## config.mk

```make
export PLATFORM = sky130hd
export DESIGN_NAME = grht_ctrl
export DESIGN_NICKNAME = d
export VERILOG_FILES = /design/src/rtl/grht_pkg.sv /design/src/rtl/grht_ctrl.sv
export SDC_FILE = /design/constraint.sdc
export NUM_CORES = 1
export LEC_CHECK = 0
export BUFFER_PORTS_ARGS = -buffer_cell sky130_fd_sc_hd__buf_2
export CAP_MARGIN = 20
export CELL_PAD_IN_SITES_DETAIL_PLACEMENT = 1
export CELL_PAD_IN_SITES_GLOBAL_PLACEMENT = 1
export CORE_AREA = 2 2 39 41
export CTS_CLUSTER_DIAMETER = 100
export DETAILED_ROUTE_END_ITERATION = 8
export DIE_AREA = 0 0 41 43
export GPL_ROUTABILITY_DRIVEN = 0
export GPL_TIMING_DRIVEN = 0
export PLACE_DENSITY_LB_ADDON = 0.3
export SYNTH_ARGS = -nofsm -noshare
export SYNTH_HDL_FRONTEND = slang
export SYNTH_SLANG_ARGS = --single-unit
```

## constraint.sdc

```tcl
create_clock -name clk_i -period 1.5 [get_ports clk_i]
set_clock_uncertainty 0.15 [all_clocks]
set_input_delay 0.075 -clock clk_i [delete_from_list [all_inputs] [get_ports clk_i]]
set_output_delay 0.075 -clock clk_i [all_outputs]
set_load 0.02 [all_outputs]
```

## src/rtl/grht_pkg.sv

```systemverilog
package grht_pkg;

  // Table geometry
  localparam int unsigned SLOT_COUNT  = 1024;
  localparam int unsigned SLOT_BITS   = $clog2(SLOT_COUNT);
  localparam int unsigned FILL_BITS   = SLOT_BITS + 1;
  localparam int unsigned INDEX_WIDTH = 20;
  localparam int unsigned HANDLE_BITS = 32;
  localparam int unsigned GEN_BITS    = HANDLE_BITS - INDEX_WIDTH;
  localparam logic [GEN_BITS-1:0] GEN_MAX = '1;

  // Payload and count fields
  localparam int unsigned COUNT_BITS    = 16;
  localparam int unsigned BINDLESS_BITS = 20;
  localparam int unsigned DIM_BITS      = 16;
  localparam int unsigned PAYLOAD_BITS  = BINDLESS_BITS + 2 * DIM_BITS;

  // Stream widths
  localparam int unsigned KIND_BITS     = 2;
  localparam int unsigned STATUS_BITS   = 2;
  localparam int unsigned IN_RAW_BITS   = HANDLE_BITS + PAYLOAD_BITS;
  localparam int unsigned IN_DATA_BITS  = ((IN_RAW_BITS + 7) / 8) * 8;
  localparam int unsigned OUT_RAW_BITS  = HANDLE_BITS + PAYLOAD_BITS + COUNT_BITS + 1;
  localparam int unsigned OUT_DATA_BITS = ((OUT_RAW_BITS + 7) / 8) * 8;

  typedef enum logic [KIND_BITS-1:0] {
    KIND_ALLOC   = 2'd0,
    KIND_ATTACH  = 2'd1,
    KIND_RELEASE = 2'd2,
    KIND_QUERY   = 2'd3
  } kind_e;

  typedef enum logic [STATUS_BITS-1:0] {
    ST_OK      = 2'd0,
    ST_INVALID = 2'd1,
    ST_FULL    = 2'd2
  } status_e;

  // One slot of the table: payload is {height, width, bindless}
  typedef struct packed {
    logic                    live;
    logic [GEN_BITS-1:0]     gen;
    logic [COUNT_BITS-1:0]   count;
    logic [PAYLOAD_BITS-1:0] payload;
  } slot_word_t;

  typedef struct packed {
    logic capture;
    logic pop;
    logic update;
  } dp_cmd_t;

  typedef struct packed {
    logic in_alloc;
    logic stack_nonempty;
    logic out_busy;
  } dp_sts_t;

endpackage

```

## src/rtl/grht_ctrl.sv

```systemverilog
module grht_ctrl (
  input  logic              clk_i,
  input  logic              rst_ni,
  input  logic              in_valid_i,
  output logic              in_ready_o,
  input  grht_pkg::dp_sts_t sts_i,
  output grht_pkg::dp_cmd_t cmd_o
);

  typedef enum logic [2:0] {
    S_IDLE   = 3'b001,
    S_POP    = 3'b010,
    S_UPDATE = 3'b100
  } state_e;

  state_e state_q, state_d;

  always_comb begin
    state_d     = state_q;
    cmd_o       = '0;
    in_ready_o  = 1'b0;
    case (state_q)
      S_IDLE: begin
        in_ready_o    = 1'b1;
        cmd_o.capture = in_valid_i;
        if (in_valid_i) begin
          if (sts_i.in_alloc && sts_i.stack_nonempty) begin
            state_d = S_POP;
          end else begin
            state_d = S_UPDATE;
          end
        end
      end
      S_POP: begin
        cmd_o.pop = 1'b1;
        state_d   = S_UPDATE;
      end
      S_UPDATE: begin
        if (!sts_i.out_busy) begin
          cmd_o.update = 1'b1;
          state_d      = S_IDLE;
        end
      end
      default: begin
        state_d = S_IDLE;
      end
    endcase
  end

  always_ff @(posedge clk_i or negedge rst_ni) begin
    if (!rst_ni) begin
      state_q <= S_IDLE;
    end else begin
      state_q <= state_d;
    end
  end

`ifndef SYNTHESIS
  a_pop_then_update: assert property (@(posedge clk_i) disable iff (!rst_ni)
    cmd_o.pop |=> (state_q == S_UPDATE))
    else $error("pop not followed by update");
  a_capture_only_idle: assert property (@(posedge clk_i) disable iff (!rst_ni)
    cmd_o.capture |-> (state_q == S_IDLE) && !cmd_o.update && !cmd_o.pop)
    else $error("capture outside idle");
  a_update_blocked: assert property (@(posedge clk_i) disable iff (!rst_ni)
    (state_q == S_UPDATE) && sts_i.out_busy |-> !cmd_o.update)
    else $error("update while output busy");
`endif

endmodule

```

# Word level (Yosys, flattened, before mapping)
# Index checks and enable logic that the tools add are counted.
# word_totals
wordCells,17
mem_bits_ro,0
out_inout_bits,4
memories,0
mem_bits_rw,0
regBits,3
latch_bits,0
input_bits,6
# classes
n_div,0
mul,0
n_eq_ne,5
n_bitwise,0
n_lt_le_gt_ge,0
n_reduce_logical,2
shift,0
mux,9
addsub,0
# ops
operator,count
two-way mux 3 bit,3
case mux 3 bit (3 select lines),1
two-way mux 1 bit,5
"inequality test 2 bit, second input constant",2
"equality test 3 x 1 -> 1 bit, second input constant",1
"equality test 3 x 2 -> 1 bit, second input constant",1
"equality test 3 bit, second input constant",1
AND reduction 2 bit,1
logical AND 1 bit,1

# Longest topological paths before layout
# depth
word_depth,4
ltp_mapped,2
depth_no_buf,2

# Worst setup path before layout
# No wires, ideal clock.
# synth_timing
path_type,reg-to-reg
startpoint,reg state_q[2]
endpoint,reg state_q[0]
slack_ns,0.074
path_buffers,0
synth_period_minus_slack_ns,1.426
required_time_ns,1.237
setup_ns,0.113
t_arrival_ns,1.164
stages_incl_launch_ff,3
cell_sequence,dfrtp_1 nor3b_1 nor3_1
# synth_via
elab_chain_len,3
elab_cells_between_ends,7
classes_between,eq/ne (5); mux (1); reduce/logical (1)
# synth_rtl
element,line,rtl
from (decl),grht_ctrl.sv:16,"state_e state_q, state_d;"
from (signal assigned),grht_ctrl.sv:54,state_q <= state_d;
equality test 3 bit or equality test 3 x 1 -> 1 bit (tied branches),grht_ctrl.sv:22,case (state_q)
inequality test 2 bit (no line),--,
AND reduction 2 bit (no line),--,
# Several ways; a longest one is shown, not always the timed one.
# A chain may end at the register's enable or synchronous reset.

==> reports/qor.json <==
{
  "largest_register_ff_count": {"value": 3},
  "drt_pass1_iterations": {"value": 2},
  "antenna_found_initial": {"value": 0},
  "finalPower": {"value": 414, "unit": "uW"},
  "power_leakage": {"value": 0.139, "unit": "nW"},
  "total_number_of_clock_tree_sinks": {"value": 3},
  "floorplan.die_area": {"value": 1760, "unit": "um^2"},
  "fp.dieH": {"value": 43, "unit": "um"},
  "num_rows": {"value": 14},
  "wire_length_of_the_first_global_routing_pass": {"value": 731, "unit": "um"},
  "crit_path_cell_trace": {"value": "and4bb_4 -> buf_2"},
  "worstSetupPathType": {"value": "reg -> out"},
  "drt_drc_violations_left": {"value": 0},
  "cap_violations": {"value": 0},
  "worst_slew_margin_rel": {"value": 86.1, "unit": "%"},
  "layoutNonFillerInstCount": {"value": 44},
  "fmaxAchievable": {"value": 684, "unit": "MHz"},
  "crit_slowest_cell": {"value": "dfstp_2"},
  "dp_cells": {"value": 37},
  "start_util": {"value": 11.0, "unit": "%"},
  "arrival": {"value": 1240, "unit": "ps"},
  "synth_warnings": {"value": 0},
  "finalNetCount": {"value": 35},
  "postSynthNetCount": {"value": 18},
  "synth_seq_cells": {"value": 3},
  "largest_registers": {"value": "state_q: 3 flops"},
  "synthDistinctLibCells": {"value": 10},
  "cts_tree": {"value": "done"},
  "syn2layout_area_growth": {"value": 86.9, "unit": "%"},
  "finalCritPeriodShare": {"value": 97.4, "unit": "%"},
  "critical_path.startpoint_type": {"value": "flip-flop"},
  "final-hold-violation-count": {"value": 0},
  "fp.coreArea": {"value": 1380, "unit": "um^2"},
  "postSynthCellCount": {"value": 12},
  "cts_inserted_buffers": {"value": 3},
  "post-route-min-period": {"value": 1460, "unit": "ps"},
  "final_slew_violations": {"value": 0},
  "setup_tns": {"value": 0, "unit": "ps"},
  "htreeDepth": {"value": 1},
  "max_flop_register": {"value": "state_q"},
  "synth_cell_area": {"value": 153, "unit": "um^2"},
  "path_max_fanout": {"value": 5},
  "fillCellCount": {"value": 159},
  "required": {"value": 1270, "unit": "ps"},
  "run_status": {"value": "completed"},
  "timing.hold.worst.class": {"value": "in -> async"},
  "ir_drop": {"value": 0.363, "unit": "mV"},
  "syn_area_per_cell": {"value": 12.7, "unit": "um^2"},
  "drt_via_density": {"value": 3.77},
  "yosysSeqAreaShare": {"value": 50.0, "unit": "%"},
  "crit_path_end_kind": {"value": "output pin"},
  "ant_nets": {"value": 0},
  "via_count_of_the_first_global_routing_pass": {"value": 193},
  "post_dp_cell_area": {"value": 218, "unit": "um^2"},
  "power_density": {"value": 1450, "unit": "nW/um^2"},
  "dr_total_vias": {"value": 166},
  "timing.final.setup_violations": {"value": 0},
  "postRouteWirelength": {"value": 411, "unit": "um"},
  "portbufs": {"value": 9},
  "rsz0062_at_grt": {"value": "no"},
  "clk_pin_slew": {"value": 30, "unit": "ps"},
  "worst_skew_pair.late_latency": {"value": 230, "unit": "ps"},
  "drt-wirelength-per-cell": {"value": 9.34, "unit": "um"},
  "grt.overflow.total": {"value": 0},
  "cp_slowest_stage_delay": {"value": 560, "unit": "ps"},
  "die-width": {"value": 41, "unit": "um"},
  "num_io_pins": {"value": 10},
  "worstMarginPinSlew": {"value": 208, "unit": "ps"},
  "maximum_number_of_pins_on_one_net_before_global_route_repair": {"value": 6},
  "final_area": {"value": 285, "unit": "um^2"},
  "grt_util_all_layers": {"value": 6.33, "unit": "%"},
  "ctsRootBufferMaster": {"value": "clkbuf_4"},
  "clockBufferDepth": {"value": 2},
  "drt-initial-drc-count": {"value": 1},
  "drive_gt1_share": {"value": 57.1, "unit": "%"},
  "insertedDiodeCount": {"value": 0}
}
## worst max-delay path: cells and delay by family, from the launching register on
family	cells	cell delay (ps)
flip-flops	1	560
buffers and inverters	1	170
AND/OR/NAND/NOR	1	270
## report_power, final
| group | switching (mW) | internal (mW) | total, mW |
|---|---|---|---|
| registers | 0.0288 | 0.110 | 0.139 |
| logic | 0.0681 | 0.0695 | 0.138 |
| clock network | 0.0382 | 0.0995 | 0.138 |
## cells in the mapped netlist
master / instances / area share, %
dfrtp_1: 2 / 33
nor3b_1: 2 / 9.8
a211o_1: 1 / 5.7
and3_1: 1 / 4.1
and4bb_1: 1 / 8.2
and4bb_4: 1 / 11
dfstp_2: 1 / 17
nand2_1: 1 / 2.5
nor3_1: 1 / 3.3
nor4b_1: 1 / 5.7
## through the flow
stage	hold slack, ps	setup slack, ps	utilization [%]
CTS	24.1	54.0	19.8
finish	22.7	38.9	20.6
global placement	-279	203	15.7
global route	40.1	0.447	20.6
detailed placement	-275	194	15.7
floorplan	-371	73.6	-
## worst paths after layout
| kind | to | startpoint | cells after the start | slack [ps] |
|---|---|---|---|---|
| max in group asynchronous | state_q[0] | rst_ni | 2 | 980 |
| worst min-delay path | state_q[2] | rst_ni | 2 | 20 |
| worst min register to register | state_q[0] | state_q[0] | 2 | 550 |
| worst max register to register | state_q[2] | state_q[0] | 2 | 160 |
| min in group clk_i | state_q[0] | sts_i[0] | 3 | 80 |
| worst max-delay path | cmd_o[2] | state_q[0] | 2 | 40 |
## area by class of cell
cell class / count / area, um^2 / share of cell area, %
multi-input combinational: 9 / 87.6 / 30.7
sequential: 3 / 76.3 / 26.8
clock buffer: 4 / 26.3 / 9.21
timing repair buffer: 12 / 75.1 / 26.3
tap: 16 / 20.0 / 7.02
## cells in the final DEF, fill, tap and decap left out, types with 2 or more instances in the layout
| master | synthesis | routed |
|---|---|---|
| dlygate4sd3_1 | 0 | 3 |
| buf_2 | 0 | 9 |
| clkbuf_4 | 0 | 3 |
| dfrtp_1 | 2 | 2 |
## metal layers
layer | track usage (%) | share of wire, % | vias to the layer above
li1 | - | - | 79
met1 | 6.75 | 47 | 78
met2 | 9.38 | 44 | 9
met3 | 1.57 | 8.0 | 0
met4 | 6.00 | 0 | 0
met5 | 0 | 0 | -
## what timing repair did
item,4_1_cts,5_1_grt
gates resized for setup,0,2
setup endpoints to repair,0,2
hold endpoints to repair,5,0
buffers inserted,0,0
hold buffers,3,0
## kinds of logic (layout without fill, tap and decap cells)
kind of cell	count (synthesis)	in the layout	synth area share, %
DFF	3	3	50.0
and+or+nand+nor	8	8	44.3
AOI/OAI and AO/OA	1	1	5.74
buffers and inverters	0	16	0
No activity file was read; power rests on OpenSTA's default activity.
